==> config.mk <==
export PLATFORM = sky130hd
export DESIGN_NAME = pfr_ctrl
export DESIGN_NICKNAME = d
export VERILOG_FILES = /design/src/design/pfr_pkg.sv /design/src/design/pfr_ctrl.sv
export SDC_FILE = /design/constraint.sdc
export NUM_CORES = 1
export LEC_CHECK = 0
export ABC_AREA = 1
export BUFFER_PORTS_ARGS = -buffer_cell sky130_fd_sc_hd__buf_2
export CAP_MARGIN = 20
export CORE_MARGIN = 3
export CORE_UTILIZATION = 27
export CTS_BUF_LIST = sky130_fd_sc_hd__clkbuf_4 sky130_fd_sc_hd__clkbuf_8 sky130_fd_sc_hd__clkbuf_16
export CTS_CLUSTER_SIZE = 14
export DETAILED_ROUTE_END_ITERATION = 8
export PLACE_DENSITY = 0.58
export REMOVE_ABC_BUFFERS = 1
export SLEW_MARGIN = 20
export SYNTH_ARGS = -nofsm -noshare
export SYNTH_HDL_FRONTEND = slang
export SYNTH_SLANG_ARGS = --single-unit
==> constraint.sdc <==
create_clock -name clk -period 3.4 [get_ports clk]
set_clock_uncertainty 0.1 [all_clocks]
set_input_delay 0.51 -clock clk [delete_from_list [all_inputs] [get_ports clk]]
set_output_delay 0.51 -clock clk [all_outputs]
set_load 0.1 [all_outputs]
==> src/design/pfr_pkg.sv <==
// shared types, codes and constants of the page frame replacement store
`default_nettype none

package pfr_pkg;

	localparam int MAX_FRAMES_DEF = 512;
	localparam int PAGE_BITS_DEF  = 20;

	localparam int FRAMES_W   = 10;
	localparam int VICTIM_W   = 20;
	localparam int CNT_W      = 32;
	localparam int CFG_IDX_W  = 1;
	localparam int CFG_DATA_W = 10;

	localparam logic [FRAMES_W-1:0] FRAMES_RESET = 10'd64;

	localparam logic OP_ACCESS = 1'b0;
	localparam logic OP_CLEAR  = 1'b1;

	localparam logic POL_FIFO = 1'b0;
	localparam logic POL_LRU  = 1'b1;

	localparam logic [CFG_IDX_W-1:0] REG_POLICY = 1'd0;
	localparam logic [CFG_IDX_W-1:0] REG_FRAMES = 1'd1;

	typedef enum logic [1:0] {
		ST_IDLE,
		ST_CMP,
		ST_SCAN,
		ST_UPD
	} state_t;

	// per-cycle commands broadcast to every cell
	typedef struct packed {
		logic load;
		logic scan;
		logic wr;
		logic shift_all;
		logic use_prefix;
	} cell_ctl_t;

endpackage

`default_nettype wire

==> src/design/pfr_ctrl.sv <==
// sequencer, configuration registers, occupancy and hit/miss counters
`default_nettype none

module pfr_ctrl #(
	parameter int MAX_FRAMES = 512,
	parameter int PAGE_BITS  = 20,
	parameter int IDX_W      = 9,
	parameter int OCC_W      = 10,
	parameter int LOG        = 9,
	parameter int STEP_W     = 4
) (
	input  wire                             clk,
	input  wire                             arst_n,
	input  wire                             start,
	output logic                            busy,
	input  wire                             op,
	input  wire  [PAGE_BITS-1:0]            page_number,
	input  wire                             cfg_valid,
	output logic                            cfg_ready,
	input  wire  [pfr_pkg::CFG_IDX_W-1:0]   cfg_index,
	input  wire  [pfr_pkg::CFG_DATA_W-1:0]  cfg_data,
	input  wire                             prefix_last,
	input  wire  [PAGE_BITS-1:0]            head_page,
	output pfr_pkg::cell_ctl_t              ctl,
	output logic [PAGE_BITS-1:0]            page_q,
	output logic [OCC_W-1:0]                occ_q,
	output logic [IDX_W-1:0]                tgt,
	output logic [STEP_W-1:0]               step_q,
	output logic                            done,
	output logic                            hit,
	output logic                            victim_valid,
	output logic [pfr_pkg::VICTIM_W-1:0]    victim_page,
	output logic [pfr_pkg::CNT_W-1:0]       hit_total,
	output logic [pfr_pkg::CNT_W-1:0]       miss_total
);
	import pfr_pkg::*;

	localparam int CW = (OCC_W > FRAMES_W) ? OCC_W : FRAMES_W;

	state_t               st_q, st_d;
	logic                 policy_q;
	logic [FRAMES_W-1:0]  frames_q;
	logic [FRAMES_W-1:0]  frames_eff;
	logic [CNT_W-1:0]     hit_cnt_q, miss_cnt_q;
	logic                 done_q, hit_q, vv_q;
	logic [VICTIM_W-1:0]  victim_q;
	logic                 accept, do_clear, do_access, evict, upd;
	logic [PAGE_BITS+VICTIM_W-1:0] head_ext;

	assign accept    = start && (st_q == ST_IDLE);
	assign do_clear  = accept && (op == OP_CLEAR);
	assign do_access = accept && (op == OP_ACCESS);
	assign upd       = (st_q == ST_UPD);
	assign busy      = (st_q != ST_IDLE);
	assign cfg_ready = 1'b1;

	// a limit of zero acts as one, anything past the store acts as full
	assign frames_eff = (frames_q == '0) ? FRAMES_W'(1) : frames_q;
	assign evict = (CW'(occ_q) >= CW'(frames_eff)) || (occ_q == OCC_W'(MAX_FRAMES));
	assign head_ext = {{VICTIM_W{1'b0}}, head_page};

	always_comb begin
		st_d = st_q;
		case (st_q)
			ST_IDLE: if (do_access) st_d = ST_CMP;
			ST_CMP:  st_d = ST_SCAN;
			ST_SCAN: if (step_q == STEP_W'(LOG - 1)) st_d = ST_UPD;
			ST_UPD:  st_d = ST_IDLE;
			default: st_d = ST_IDLE;
		endcase
	end

	always_comb begin
		ctl.load       = (st_q == ST_CMP);
		ctl.scan       = (st_q == ST_SCAN);
		ctl.wr         = upd && (!prefix_last || (policy_q == POL_LRU));
		ctl.shift_all  = upd && !prefix_last && evict;
		ctl.use_prefix = upd && prefix_last && (policy_q == POL_LRU);
		if (prefix_last || evict) begin
			tgt = IDX_W'(occ_q - OCC_W'(1));
		end else begin
			tgt = IDX_W'(occ_q);
		end
	end

	always_ff @(posedge clk or negedge arst_n) begin
		if (!arst_n) begin
			st_q       <= ST_IDLE;
			step_q     <= '0;
			occ_q      <= '0;
			hit_cnt_q  <= '0;
			miss_cnt_q <= '0;
			policy_q   <= POL_FIFO;
			frames_q   <= FRAMES_RESET;
			done_q     <= 1'b0;
		end else begin
			st_q   <= st_d;
			done_q <= do_clear || upd;
			if (st_q == ST_SCAN) begin
				step_q <= step_q + STEP_W'(1);
			end else begin
				step_q <= '0;
			end
			if (do_clear) begin
				occ_q      <= '0;
				hit_cnt_q  <= '0;
				miss_cnt_q <= '0;
			end else if (upd) begin
				if (prefix_last) begin
					if (hit_cnt_q != '1) hit_cnt_q <= hit_cnt_q + CNT_W'(1);
				end else begin
					if (miss_cnt_q != '1) miss_cnt_q <= miss_cnt_q + CNT_W'(1);
					if (!evict) occ_q <= occ_q + OCC_W'(1);
				end
			end
			if (cfg_valid && cfg_ready) begin
				case (cfg_index)
					REG_POLICY: policy_q <= cfg_data[0];
					REG_FRAMES: frames_q <= cfg_data[FRAMES_W-1:0];
					default: ;
				endcase
			end
		end
	end

	always_ff @(posedge clk) begin
		if (accept) begin
			page_q <= page_number;
		end
		if (do_clear) begin
			hit_q    <= 1'b0;
			vv_q     <= 1'b0;
			victim_q <= '0;
		end else if (upd) begin
			hit_q    <= prefix_last;
			vv_q     <= !prefix_last && evict;
			victim_q <= (!prefix_last && evict) ? head_ext[VICTIM_W-1:0] : '0;
		end
	end

	assign done         = done_q;
	assign hit          = hit_q;
	assign victim_valid = vv_q;
	assign victim_page  = victim_q;
	assign hit_total    = hit_cnt_q;
	assign miss_total   = miss_cnt_q;

`ifndef NO_ASSERTIONS
	a_done_source: assert property (@(posedge clk) disable iff (!arst_n)
		done |-> ($past(st_q) == ST_UPD) || $past(start && !busy && op == OP_CLEAR))
		else $error("result strobe without a finished item");
	a_occ_bound: assert property (@(posedge clk) disable iff (!arst_n)
		occ_q <= OCC_W'(MAX_FRAMES))
		else $error("occupancy past the store depth");
	a_hit_no_victim: assert property (@(posedge clk) disable iff (!arst_n)
		done && hit |-> !victim_valid && (hit_total != '0))
		else $error("hit result with a victim or zero hit count");
	a_victim_zero: assert property (@(posedge clk) disable iff (!arst_n)
		done && !victim_valid |-> victim_page == '0)
		else $error("victim page set without an eviction");
	a_busy_window: assert property (@(posedge clk) disable iff (!arst_n)
		start && !busy && op == OP_ACCESS |=> busy ##1 busy)
		else $error("access finished too early");
`endif

endmodule

`default_nettype wire

Yosys cells after proc, flatten, opt, wreduce, memory -nomap -nowiden
Cells that the tools add are included.
Storage, ports and cells
  word-level logic and storage cells: 77
  bits in registers: 134
  output and inout bits: 137
Cells by class
  bitwise gates (word level): 2
  order comparisons: 1
  add/sub/neg operators: 5
  mux-type cells: 19
  reduce and logical (&&, ||, !) cells: 27
  equal/unequal tests: 11
Operators with widths (count)
  $mux 32: 8
  $add 32x1->32 const B: 2
  $ne 32x32->1 const B: 2
  $mux 10: 5
  $mux 20: 1
  $add 10x1->10 const B: 1
  $eq 10x10->1 const B: 1
  $ge 10x10->1: 1
  $logic_not 10->1: 1
  $reduce_bool 2->1: 5
  $logic_and 1x1->1: 9
  $mux 9: 1
  $reduce_and 3->1: 3
  $sub 9x1->9 const B: 1
  $pmux 2 s4: 1
  $reduce_and 2->1: 3
  $add 4x1->4 const B: 1
  $eq 2x2->1 const B: 2
  $eq 4x4->1 const B: 1
  $logic_or 1x1->1: 4
  $mux 2: 2
  $mux 4: 1
  $ne 2x1->1 const B: 2
  $ne 2x2->1 const B: 2
  other kinds (4): 5

Longest topological paths before layout
  depth after elaboration: 8
  gate-level depth with buffers: 14
  mapped depth without buffers: 14

Least setup slack after synthesis
OpenSTA, ideal clock, no wires.
  kind: register to output
  start: register occ_q[0]
  end: output port tgt[4]
  buffers on the path: 2
  data required time: 2.790 ns
  slack: -1.643 ns
  arrival time: 4.433 ns
  stages on the path, launching flop included: 12
  path through: dfrtp_1 > clkbuf_1 > inv_1 > ha_1 > inv_1 > nand2_1 > nand2_1 > nand2_1 > nand3_1 > nand4_4 > buf_2 > o21ai_0
On the way
  word-level cells in the longest chain between the ends: 4
Ends and longest elaborated chain
  from (decl): RTL line pfr_ctrl.sv:26  | output logic [OCC_W-1:0] occ_q,
  from (signal assigned): RTL line pfr_ctrl.sv:113  | if (!evict) occ_q <= occ_q + OCC_W'(1);
  $ge 10x10->1 / $eq 10x10->1 (equally long branches): RTL line pfr_ctrl.sv:59  | assign evict = (CW'(occ_q) >= CW'(frames_eff)) || (occ_q == OCC_W'(MAX_FRAMES));
  $logic_or 1x1->1: RTL line pfr_ctrl.sv:59
  $logic_or 1x1->1: RTL line pfr_ctrl.sv:79  | if (prefix_last || evict) begin
  $mux 9 *: RTL line pfr_ctrl.sv:79
  to (decl): RTL line pfr_ctrl.sv:27  | output logic [IDX_W-1:0] tgt,
Mark *: on every way between the ends. The rest lies on a longest branch, timed or not.

==> results.yml <==
outcome:
  status: "complete, no violations"
global_routing:
  antenna_found_initial: 0
  grt_pass1_vias: 7337
  overflow: 0
  grt_pass1_wl_microns: 39320
  grt_max_degree: 60
  grt_usage_pct: 15.49
place:
  dp_cells: 1654
  place_congestion: 0.8812
  hpwl_microns: 17520
  pre_cts_slack_ns: 0.3402
  port_buffers: 192
routing:
  vias: 7687
  viasPerCell: 4.549
  routedWlPerCell_microns: 14.36
  routed_wl_microns: 24270
  drtAntennaViolNets: 0
  firstDrtPassIters: 5
  drt-initial-drc-count: 552
  drc: 0
synth:
  syn_avg_cell_area_sq_um: 7.196
  ys_warn_count: 0
  synth_most_common_cell: "nand2_1"
  synthTopCellsByArea: "dfrtp_1, nand2_1, edfxtp_1"
  seq_area_frac_synth_pct: 42.06
  yosysTopAreaCellShare_pct: 28.64
  synth_top_area_cell: "dfrtp_1"
  synth_area_sq_um: 7951
  synth_edf_count: 20
  synthTopCellsByCount: "nand2_1, nor2_1, inv_1, dfrtp_1, nand3_1"
  netlist_instances: 1105
  ys_ff_latch: 134
  synthArstFlopShare_pct: 68.66
  ys_dominant_reg_cell: "dfrtp_1"
  synth_cell_types: 36
floorplan:
  ios: 194
  dieArea_sq_um: 31550
  rows: 62
  die_x_microns: 177.6
  core-area_sq_um: 28860
  die_h_microns: 177.6
  initial_core_util_pct: 27.55
timing:
  period_minus_slack_ns: 3.180
  rsz0062_at_grt: "no"
  slew_viol_final: 0
  worstMarginPinSlew_ns: 0.7497
  slew_headroom_pct: 49.96
  setup_slack_ns: 0.2202
  max_freq_ghz: 0.3145
  report.final.setup_viol: 0
  fin_crit_sh_pct: 93.52
  final_hold_viol_count: 0
  hold-worst-slack_ns: 0.1533
power:
  peakVddDrop_mv: 0.4282
  leakagePower_uw: 0.004943
  total_power_uw: 7873
  p_per_area_nw_per_um2: 789.5
flow_run:
  maxCapViolations: 0
clocking:
  tritoncts.num_buffers: 17
  cts_buffer_depth: 2
  cts_root_buf: "clkbuf_16"
  clk_transition_reported_paths_ns: 0.08
  insertion_delay_ns: 0.42
  cts_tree: "done"
  cts.sink_count: 134
  htree_num_levels: 4
  post_cts_buffers: 0
worst_setup_path:
  worst_ep_required_time_ns: 2.79
  crit_arrival_ns: 2.57
  cp_max_fo: 9
  criticalPathCategory: "reg -> out"
  startpoint_type: "flip-flop"
  cp-end-kind: "primary output"
  r2r_slack_ns: 0.72
finish:
  n_fill_cell: 3098
  instances_no_fill: 1690
  num-nets-final: 1371
  antenna_cells: 0
  drive_gt1_share_pct: 21.52
  syn2layout_area_growth_pct: 25.41
hold_path:
  min_path_type: "in -> reg"
-- registers in the layout, indices dropped and copies added, names as in the netlist --
name and count:
victim_valid 1, hit_total 32, st_q 2, hit 1, policy_q 1, frames_q 10, page_q 20, miss_total 32
step_q 4, occ_q 10, done 1, victim_page 20
-- stage by stage --
step	instance area (sq um)	setup TNS (ns)	util, %
detailed placement	9248	0	32.05
finish	9972	0	34.56
CTS	9889	0	34.27
global route	9972	0	34.56
global placement	9248	0	32.05
floorplan	7724	-8.098	-
-- cell type report --
class	count	area [sq um]	area share, %
Tap cell	384	480.5	4.818
Clock inverter	15	180.2	1.807
Timing Repair Buffer	201	1086	10.89
Clock buffer	17	425.4	4.266
Multi-Input combinational cell	834	4061	40.73
Inverter	105	394.1	3.952
Sequential cell	134	3344	33.54
-- power breakdown --
part	leakage (uW)	total (uW)	internal, uW	switching, uW
combinational	0.00307	3740	656	3090
clock	0.000292	1930	999	933
sequential	0.00159	2200	1870	333
-- path summary, 6_finish.rpt --
check                                            start                           to  cells after the start
max                               occ_q[6]$_DFFE_PN0P_                       ctl[1]                      8
min                                     page_number[6]          page_q[6]$_DFFE_PP_                      1
max reg2reg                        st_q[0]$_DFFE_PN0P_    hit_total[13]$_DFFE_PN0P_                     10
min reg2reg                victim_page[4]$_SDFFE_PP0P_  victim_page[4]$_SDFFE_PP0P_                      2
max in group asynchronous                       arst_n      frames_q[6]$_DFFE_PN1P_                      3
min in group asynchronous                       arst_n   miss_total[23]$_DFFE_PN0P_                      2
-- cells in the final DEF, fill, tap and decap left out, types with 2 or more instances in the layout --
cell         n
a21oi_1     19
buf_2      181
buf_4       14
buf_6        2
clkbuf_16   17
clkinv_8     5
dfrtp_1     91
dfxtp_1     22
edfxtp_1    20
ha_1        21
inv_1      101
inv_2        4
inv_6        3
inv_8        5
nand2_1    410
nand2_2      4
nand2_4      2
nand3_1     87
nand3_2      3
nand3_4      3
nand3b_1     2
nand4_1     28
nand4_2      2
nand4_4      2
nor2_1     140
nor2_2       2
nor2_4       5
nor3_1       7
o21ai_0     11
o21ai_1     24
o21ai_2     19
xnor2_1     12
xor2_1      27
-- kinds of logic (layout without fill, tap and decap cells) --
family	Yosys count	count (layout)	share of synthesized area, %
AO/OA/AOI/OAI	75	75	5.681
adder cells (fa/ha/maj)	21	21	3.304
XOR/XNOR	39	39	4.296
other	1	1	0.04716
buffers and inverters	140	338	7.820
flip-flops	134	134	42.06
AND/OR/NAND/NOR	695	698	36.79
-- critical path, stage by stage (launching register included) --
cell and delay (ns):
dfrtp_1 0.52, ha_1 0.34, nand2_1 0.04, nor2_1 0.20, nand2_1 0.30, nand3_1 0.24
nand2_1 0.11, inv_1 0.07, clkbuf_4 0.32
-- what timing repair did --
action,CTS,global route
pin swaps,0,1
endpoints found under the setup margin,9,10
resized for setup,10,10
hold buffers,1,0
hold endpoints to repair,33,0
gates cloned,0,3
-- routing by layer --
metal	vias up	part of all wire, %	GRT usage [%]
li1	3892	-	-
met4	0	1.0	3.632
met2	207	46	24.89
met1	3570	47	21.48
met3	18	5.3	3.038
met5	-	0	0
(Power assumes the default switching activity.)
