--- config.mk ---
export PLATFORM = sky130hd
export DESIGN_NAME = pfr_cell
export DESIGN_NICKNAME = d
export VERILOG_FILES = /design/src/design/pfr_pkg.sv /design/src/design/pfr_cell.sv
export SDC_FILE = /design/constraint.sdc
export NUM_CORES = 1
export LEC_CHECK = 0
export BUFFER_PORTS_ARGS = -buffer_cell sky130_fd_sc_hd__buf_2
export CORE_UTILIZATION = 42
export DETAILED_ROUTE_END_ITERATION = 6
export GPL_TIMING_DRIVEN = 0
export PLACE_DENSITY = 0.83
export SETUP_SLACK_MARGIN = 0.05
export SYNTH_ARGS = -nofsm -noshare
export SYNTH_HDL_FRONTEND = slang
export SYNTH_SLANG_ARGS = --single-unit
--- constraint.sdc ---
create_clock -name clk -period 4.5 [get_ports clk]
set_input_delay 0.225 -clock clk [delete_from_list [all_inputs] [get_ports clk]]
set_output_delay 0.225 -clock clk [all_outputs]
set_load 0.01 [all_outputs]
--- src/design/pfr_pkg.sv ---
// shared types, codes and constants of the page frame replacement store
`default_nettype none

package pfr_pkg;

	localparam int MAX_FRAMES_DEF = 512;
	localparam int PAGE_BITS_DEF  = 20;

	localparam int FRAMES_W   = 10;
	localparam int VICTIM_W   = 20;
	localparam int CNT_W      = 32;
	localparam int CFG_IDX_W  = 1;
	localparam int CFG_DATA_W = 10;

	localparam logic [FRAMES_W-1:0] FRAMES_RESET = 10'd64;

	localparam logic OP_ACCESS = 1'b0;
	localparam logic OP_CLEAR  = 1'b1;

	localparam logic POL_FIFO = 1'b0;
	localparam logic POL_LRU  = 1'b1;

	localparam logic [CFG_IDX_W-1:0] REG_POLICY = 1'd0;
	localparam logic [CFG_IDX_W-1:0] REG_FRAMES = 1'd1;

	typedef enum logic [1:0] {
		ST_IDLE,
		ST_CMP,
		ST_SCAN,
		ST_UPD
	} state_t;

	// per-cycle commands broadcast to every cell
	typedef struct packed {
		logic load;
		logic scan;
		logic wr;
		logic shift_all;
		logic use_prefix;
	} cell_ctl_t;

endpackage

`default_nettype wire

--- src/design/pfr_cell.sv ---
// one frame cell: resident page, match/prefix flag, shift from its newer neighbor
`default_nettype none

module pfr_cell #(
	parameter int PAGE_BITS = 20,
	parameter int IDX_W     = 9,
	parameter int OCC_W     = 10,
	parameter int INDEX     = 0
) (
	input  wire                   clk,
	input  pfr_pkg::cell_ctl_t    ctl,
	input  wire  [PAGE_BITS-1:0]  page_in,
	input  wire  [PAGE_BITS-1:0]  next_page,
	input  wire  [OCC_W-1:0]      occ,
	input  wire  [IDX_W-1:0]      tgt,
	input  wire                   prefix_in,
	output logic [PAGE_BITS-1:0]  page_out,
	output logic                  prefix_out
);
	import pfr_pkg::*;

	logic [PAGE_BITS-1:0] page_q;
	logic                 prefix_q;
	logic                 in_use;

	assign in_use = OCC_W'(INDEX) < occ;

	always_ff @(posedge clk) begin
		if (ctl.load) begin
			prefix_q <= in_use && (page_q == page_in);
		end else if (ctl.scan) begin
			prefix_q <= prefix_q | prefix_in;
		end
	end

	// write of the new page wins over the shift toward the oldest end
	always_ff @(posedge clk) begin
		if (ctl.wr && (tgt == IDX_W'(INDEX))) begin
			page_q <= page_in;
		end else if (ctl.shift_all || (ctl.use_prefix && prefix_q)) begin
			page_q <= next_page;
		end
	end

	assign page_out   = page_q;
	assign prefix_out = prefix_q;

endmodule

`default_nettype wire

# --- Yosys cells after proc, flatten, opt, wreduce, memory -nomap -nowiden ---
# Cells that the tools add are included.
word_totals:
  ff_bits: 21
  output_inout_bits: 21
  in_bits: 66
  elab_cells: 16
classes:
  bitwise: 1
  n_lt_le_gt_ge: 1
  eq_ne: 1
  muxes: 4
  n_reduce_logical: 7
op_table:
  columns: ["op", "n"]
  rows:
  - ["20-bit two-way mux", 2]
  - ["20-bit == test", 1]
  - ["1-bit by 10-bit < comparator with 1-bit output (first input constant)", 1]
  - ["9-bit zero test", 1]
  - ["2-bit nonzero test", 2]
  - ["1-bit logical AND", 3]
  - ["1-bit two-way mux", 2]
  - ["1-bit logical OR", 1]
  - ["1-bit bitwise OR", 1]

# --- Depth between registers and ports, before layout ---
# Gate-level depths: netlist (run 1).
depth:
  ltp_word: 4
  depth_mapped: 4
  depth_no_buf: 4

# --- Worst setup path after synthesis (run 1) ---
# Ideal clock, no wire load.
synth_timing:
  kind: "input port to flip-flop"
  start: "input port tgt[5]"
  end: "register page_q[0], in the netlist page_out[0], enable pin"
  n_path_buf: 1
  t_required_ns: 4.123
  path_slack_ns: 2.828
  t_arrival_ns: 1.295
  path_stages: 4
  setup_ns: 0.377
  path_cell_list: "nor4_1 > nand4b_1 > buf_2 > nand2_1"
synth_between:
  elab_chain_cells: 3
synth_lines:
  columns: ["item", "line", "rtl"]
  rows:
  - ["from (decl)", "pfr_cell.sv:15", "input wire [IDX_W-1:0] tgt,"]
  - ["9-bit zero test", "pfr_cell.sv:38", "if (ctl.wr && (tgt == IDX_W'(INDEX))) begin"]
  - ["1-bit logical AND", "pfr_cell.sv:38", null]
  - ["2-bit nonzero test (no source line)", null, null]
  - ["to (signal assigned)", "pfr_cell.sv:39", "page_q <= page_in;"]
  - ["to (signal assigned)", "pfr_cell.sv:41", "page_q <= next_page;"]
  - ["to (decl)", "pfr_cell.sv:22", "logic [PAGE_BITS-1:0] page_q;"]
# Every way passes these cells.
# A chain may end at the register's enable or synchronous reset.

# --- Worst setup path in the final report (run 1) ---
layout_timing:
  start: "input port tgt[5]"
  end: "register page_q[18], in the netlist page_out[18], enable pin"
# Same word-level chain as after synthesis.

==> metrics.cfg, run 1 <==
[status]
status = complete, no violations

[cts]
clockBufferDepth = 2
htree_levels = 1
cts_root_buf = clkbuf_4
cts-resized-gates = 0
clk_pin_slew_ns = 0.11
cts_tree = done
cts_setup_buffers = 0
cts_buffers = 3
cts.sinks = 21
clk_latency_ns = 0.30
cts_hold_buf = 0

[synth]
yosysUniqueCellTypes = 14
synth_area_leaders = edfxtp_1, mux2_2, xnor2_1, xor2_1, nand4_1
ys_seq_elements = 21
ys_seq_area_share_pct = 54.66
synth_mux_area_share_pct = 19.52
synth_xor_xnor_area_share_pct = 15.18
yosysTopAreaCell = edfxtp_1
synth_cells = 81
ys_warn_count = 0
synth_top_family_by_area = multiplexers
yosys.area_share.simple_pct = 8.568
synth_top_area_share_pct = 54.66
synth_fa_ha_area_share_pct = 0
synth_area_um2 = 1154
syn-num-nets = 147
synth_compound_area_share_pct = 1.193
synth.avg_cell_area_um2 = 14.24

[floorplanning]
start_util_pct = 45.33
core_um2 = 2545
die_y_um = 54.41
die_w_um = 54.41
placementRows = 18
pin_count = 87
dieArea_um2 = 2960

[routing]
drt_iter0_drc = 4
route.vias.total = 1022
via_per_inst = 5.085
wirelength_um = 2749
postRouteAntennaNets = 0
drtPass1Iterations = 3
wl_per_cell_um = 13.68
drcViolationCount = 0

[worst_hold_path]
worstHoldEndpoint = prefix_out
hold_path.class = in -> reg
hold_depth = 2
min_from = ctl[3]

[setup_path]
critPathKind = in -> reg
cp-end-kind = flip-flop
r2r_end = prefix_out
cp_max_fo = 20
cp.arrival_ns = 1.68
crit_path_start_kind = primary input
r2r_start = page_out[12]
reg2reg_depth = 4
rrSetupSlack_ns = 2.83
required_ns = 4.44

[power]
p_leak_uw = 0.0007222
total_power_uw = 420.5
ir_drop_v = 0.0001853
power.density_nw_per_um2 = 255.2

[timing]
slew_viol_final = 0
setup-tns-final_ns = 0
finClkSkew_ns = 0.001695
max_freq_ghz = 0.5759
max-slew-margin-rel_pct = 43.47
min_period_ns = 1.736
tightest_slew_ns = 0.8460
fin_crit_sh_pct = 38.58
hold_violations = 0
setup_viol = 0
rsz0062_at_grt = false

[global_routing]
grt_first_pass_wirelength_um = 3995
grt_max_degree = 21
antenna_found_initial = 0
track_usage_pct = 20.33
grt_pass1_vias = 967
grt_overflow = 0

[final_layout]
drive_gt1_share_pct = 65.50
nets = 238
final_common_cell = buf_2
antenna_cells = 0
final_cell_mix = buf_2, edfxtp_1, mux2_2
area_growth_pct = 42.84

[placement]
gp_congestion = 0.6717
numPortBuffers = 86

[run]
drv_cap = 0

[registers in the layout (all words and copies together) (netlist names)]
signal and flops:
page_out 20, prefix_out 1
[power by group]
part           internal (µW)  switching (µW)
Clock                   34.6            56.5
Sequential               233            8.76
Combinational           49.6            38.4
Total                    317             104
[critical path, cell delays in order]
cell      delay (ns)
buf_2           0.10
nor4_1          0.27
nand4b_1        0.18
buf_2           0.25
nand2_1         0.65
[synth_stat cells]
master    instances
nor2_1            1
xnor2_1          16
mux2_2           20
edfxtp_1         21
xor2_1            4
or4_1             3
nand2_1           2
buf_2             2
nor4_1            4
o32ai_1           1
nand4_1           4
nand4b_1          1
or2_2             1
a21oi_1           1
[how the worst max path moves through the flow]
stage                       from      endpoint  cells past startpoint
after floorplan           tgt[5]   page_out[0]                      4
after global placement    tgt[1]   page_out[4]                      5
after detailed placement  tgt[1]   page_out[4]                      5
after CTS                 tgt[1]   page_out[4]                      5
after global routing      tgt[5]   page_out[1]                      5
final                     tgt[5]  page_out[18]                      5
[stage by stage]
stage | hold slack (ns) | instance area [µm²] | setup WS [ns] | instances | utilization [%]
3_3_place_gp | 0.5130 | 1622 | 2.417 | 197 | 63.72
6_report | 0.2037 | 1648 | 2.764 | 201 | 64.75
3_5_place_dp | 0.5158 | 1622 | 2.416 | 197 | 63.72
2_1_floorplan | 0.4250 | 1154 | 2.828 | 81 | -
4_1_cts | 0.1893 | 1648 | 2.757 | 201 | 64.75
5_1_grt | 0.1880 | 1648 | 2.571 | 201 | 64.75
[cell families (layout without fill, tap and decap cells)]
family,Yosys count,after routing
AO/OA/AOI/OAI,2,2
XOR/XNOR,20,20
buffers and inverters,2,92
AND/OR/NAND/NOR,16,16
multiplexers,20,20
flip-flops,21,21
[routing by layer]
layer | global-route usage [%] | part of all wire, % | vias up
met4 | 11.54 | 1.3 | 0
met5 | 0 | 0 | -
met1 | 19.02 | 36 | 474
li1 | - | - | 492
met2 | 39.63 | 56 | 52
met3 | 4.444 | 7.2 | 4
[final cells by class]
| cell class | count | area (µm²) |
|---|---|---|
| Multi-Input combinational cell | 58 | 513.0 |
| Timing Repair Buffer | 86 | 430.4 |
| Fill cell | 224 | 897.1 |
| Clock buffer | 4 | 26.28 |
| Tap cell | 30 | 37.54 |
| Sequential cell | 21 | 630.6 |
| Buffer | 2 | 10.01 |
No activity file was read; power rests on OpenSTA's default activity.
==> run 2: changes to the inputs <==
CORE_UTILIZATION = 36   (was 42)
PLACE_DENSITY = 0.75   (was 0.83)
clock period = 1.5 ns   (was 4.5 ns; I/O delays follow)
==> metrics.cfg, run 2 (synthesis gave the netlist of run 1 again) <==
[floorplanning]
die_w_um = 58.61
pin_count = 87
placementRows = 20
die_y_um = 58.61
core_um2 = 3053
dieArea_um2 = 3435
start_util_pct = 37.79

[final_layout]
largest_reg_flops = 20
seq_area_um2 = 630.6
postLayoutCellArea_um2 = 1692
post-route-util_pct = 55.41
nets = 239
final_cell_mix = buf_2, edfxtp_1, mux2_2
multi_input_area_um2 = 531.8
final_common_cell = buf_2
drive_gt1_share_pct = 67.44
fillers = 295
area_growth_pct = 46.64
antenna_cells = 0

[power]
power.density_nw_per_um2 = 750.4
total_power_uw = 1269
ir_drop_v = 0.0002928
p_leak_uw = 0.0007312

[setup_path]
critPathKind = reg -> reg
rrSetupSlack_ns = -0.13
crit_path_start_kind = flip-flop
reg2reg_depth = 4
cp_max_fo = 2
cp.arrival_ns = 1.76
required_ns = 1.63
startpoint = page_out[7]
r2r_start = page_out[7]
cp_cell_sequence = xnor2_1, nand4_1, or4_4, o32ai_2
cp-end-kind = flip-flop
worst_path_largest_cell_delay_ns = 0.53
r2r_end = prefix_out
slowest_stage = or4_4

[placement]
place_area_um2 = 1642
gp_congestion = 0.7083
numPortBuffers = 86

[cts]
cts_hold_buf = 0
cts_root_buf = clkbuf_4
clk_pin_slew_ns = 0.13
cts_buffers = 3
clockBufferDepth = 2
clk_latency_ns = 0.30
cts.sinks = 21
cts_tree = done
htree_levels = 1

[routing]
postRouteAntennaNets = 0
via_per_inst = 4.676
wl_per_cell_um = 12.93
route.vias.total = 1010
wirelength_um = 2793
drtPass1Iterations = 3
drt_iter0_drc = 23
drcViolationCount = 0

[global_routing]
grt_max_degree = 21
grt_pass1_vias = 902
track_usage_pct = 15.80
antenna_found_initial = 0
grt_first_pass_wirelength_um = 3953
grt_overflow = 0

[timing]
setup_viol = 1
worst_slack_ns = -0.1278
fin_crit_sh_pct = 108.5
rsz0062_at_grt = true
max_freq_ghz = 0.6143
slew_viol_final = 0
max-slew-margin-rel_pct = 77.65
finClkSkew_ns = 0.01352
tightest_slew_ns = 0.3321
setup-tns-final_ns = -0.1278
min_period_ns = 1.628
hold_violations = 0

[worst_hold_path]
hold_path.class = in -> reg
worstHoldEndpoint = prefix_out
hold_depth = 2
min_from = ctl[3]

[status]
violations = negative setup slack
status = complete, but fails checks

[run]
drv_cap = 0

## run 2: cell types whose count changed in the layout (fill, tap and decap cells not counted), sizes merged
cell / before / now
buf: 88 / 89
## run 2: worst max-delay path by stage
stage / slack [ns] / cells after the start / endpoint
after floorplan: -0.05 / 4 / prefix_out
after global placement: -0.15 / 5 / page_out[5]
after detailed placement: -0.24 / 5 / page_out[7]
after CTS: -0.13 / 4 / prefix_out
after global routing: -0.19 / 4 / prefix_out
final: -0.13 / 4 / prefix_out
## run 2: what timing repair did
action,in CTS,in global routing
setup endpoints to repair,1,21
setup buffers,0,1
pin swaps,3,0
gates resized for setup,1,2
## run 2: area by class of cell
cell class	instances	share of cell area [%]
Buffer	2	0.5917
Clock buffer	4	1.553
Sequential cell	21	37.28
Tap cell	44	3.254
Timing Repair Buffer	87	25.89
Multi-Input combinational cell	58	31.43
## run 2: report_power, final
group / leakage, µW / internal (µW) / switching, µW
registers: 0.000209 / 697 / 25.3
clock network: 0.0000150 / 104 / 175
logic: 0.000507 / 153 / 116
total: 0.000731 / 954 / 316
## run 2: critical path, delay by kind of cell, from the launching register on
family | cells | cell delay [ns]
XOR/XNOR | 1 | 0.16
AND/OR/NAND/NOR | 2 | 0.66
AO/OA/AOI/OAI | 1 | 0.21
flip-flops | 1 | 0.43
## run 2: routing by layer
metal  global-route usage [%]  up-vias  part of all wire (%)
li1                         -      492                     -
met5                        0        -                     0
met3                    3.297        2                   7.5
met1                    17.28      466                    40
met4                    6.122        0                  0.75
met2                    29.72       50                    51
## run 2: stage by stage
step | hold WS [ns] | setup WS [ns] | cells
global route | 0.04435 | -0.1914 | 216
floorplan | 0.2750 | -0.04552 | 81
detailed placement | 0.3619 | -0.2442 | 211
CTS | 0.05099 | -0.1329 | 215
global placement | 0.3581 | -0.1531 | 211
finish | 0.05751 | -0.1278 | 216
==> run 3: changes to the inputs <==
SETUP_SLACK_MARGIN = 0.2   (was 0.05)
SKIP_LAST_GASP = 1   (was unset)
==> metrics.cfg, run 3 (synthesis gave the netlist of run 1 again) <==
[final_layout]
antenna_cells = 0
fillers = 279
drive_gt1_share_pct = 67.63
largest_reg_flops = 20
nets = 240
area_growth_pct = 47.07
final_common_cell = buf_2
stdcell_count = 217
final_cell_mix = buf_2, edfxtp_1, mux2_2

[cts]
htree_levels = 1
cts.sinks = 21
cts_root_buf = clkbuf_4
cts_buffers = 3
clk_latency_ns = 0.30
clk_pin_slew_ns = 0.12
cts_tree = done
clockBufferDepth = 2

[global_routing]
grt_overflow = 0
antenna_found_initial = 0
grtUsageMet2_pct = 31.86
use_met3_pct = 3.297
grt_first_pass_wirelength_um = 4209
use_met1_pct = 18.68
track_usage_pct = 17.02
grt_max_degree = 21
top_usage_layer = met2
grt_pass1_vias = 924

[routing]
via_per_inst = 4.687
wirelength_um = 2899
drt_iter0_drc = 22
route.vias.total = 1017
drtPass1Iterations = 5
postRouteAntennaNets = 0
drcViolationCount = 0
wl_per_cell_um = 13.36

[power]
pwr-share-comb_pct = 21.3
p_leak_uw = 0.0007371
p_seq_share_pct = 56.9
ir_drop_v = 0.0002508
sw_frac_of_total_pct = 25.19
clockPowerShare_pct = 21.8
power.density_nw_per_um2 = 750.0
internal_power_uw = 951.8
p_switching_uw = 320.6

[timing]
max_freq_ghz = 0.5977
tightest_slew_ns = 0.2940
slew_viol_final = 0
fin_crit_sh_pct = 111.5
min_period_ns = 1.673
hold_violations = 0
worst_slack_ns = -0.1731
setup-tns-final_ns = -0.1731
setup_viol = 1
max-slew-margin-rel_pct = 80.22
finClkSkew_ns = 0.0008059
rsz0062_at_grt = true

[worst_hold_path]
hold_path.class = in -> reg

[setup_path]
crit_path_start_kind = flip-flop
critPathKind = reg -> reg
required_ns = 1.64
cp.arrival_ns = 1.81
cp-end-kind = flip-flop
cp_max_fo = 2

[status]
violations = negative setup slack
status = complete, but fails checks

[placement]
place_ws_ns = -0.1911
numPortBuffers = 86
placedCellCount = 211
gp_congestion = 0.6724
place_hpwl_um = 2365

[floorplanning]
die_w_um = 58.61
core_um2 = 3053
die_y_um = 58.61
placementRows = 20
pin_count = 87
dieArea_um2 = 3435
start_util_pct = 37.79

[run]
drv_cap = 0

==> run 3: cell types whose count changed in the layout (fill, tap and decap cells not counted) <==
cell / before / now
buf_4: 1 / 2
clkbuf_1: 1 / 0
clkinv_2: 0 / 1
or4_1: 2 / 3
or4_4: 1 / 0
==> run 3: final timing paths <==
path	startpoint	end	slack (ns)	cells past startpoint
setup / recovery	page_out[7]	prefix_out	-0.17	4
setup reg to reg	page_out[7]	prefix_out	-0.17	4
hold / removal	ctl[3]	prefix_out	0.05	2
hold reg to reg	prefix_out	prefix_out	0.73	2
==> run 3: critical path: stages (launching register included) <==
cell and delay, ns:
edfxtp_1 0.43, xnor2_1 0.18, nand4_1 0.13, or4_1 0.54, o32ai_2 0.23
==> run 3: per-layer routing <==
metal | wire length [µm] | part of all wire [%]
met1 | 1137 | 39
met2 | 1519 | 52
met3 | 218 | 7.5
met4 | 24 | 0.83
met5 | 0 | 0
==> run 3: final cells by class <==
class / instances / area, µm² / area share [%]
multi-input combinational: 58 / 528.0 / 31.12
sequential: 21 / 630.6 / 37.17
buffer: 2 / 10.01 / 0.5900
clock inverter: 1 / 5.005 / 0.2950
tap: 44 / 55.05 / 3.245
clock buffer: 3 / 22.52 / 1.327
timing repair buffer: 88 / 445.4 / 26.25
==> run 3: per-stage QoR <==
step	power, µW	hold WS (ns)	area (µm²)	util [%]
2_1_floorplan	854.2	0.2750	1161	-
3_3_place_gp	993.3	0.3625	1647	53.93
3_5_place_dp	1005	0.3635	1647	53.93
4_1_cts	1285	0.03764	1682	55.08
5_1_grt	1349	0.02862	1697	55.57
6_report	1272	0.04722	1697	55.57
==> run 3: power by group through the flow <==
stage | logic, µW | clock network, µW | registers, µW
final | 271 | 278 | 724
after global routing | 297 | 323 | 729
after CTS | 270 | 290 | 724
after detailed placement | 268 | 0 | 738
after global placement | 259 | 0 | 734
after floorplan | 98.0 | 0 | 756
==> run 3: repair_timing <==
action / CTS / global route
setup endpoints to repair: 1 / 1
pin swaps: 3 / 0
endpoints found under the hold margin: 0 / 0
gates resized for setup: 1 / 0
hold buffers: 0 / 0
setup buffers: 0 / 2
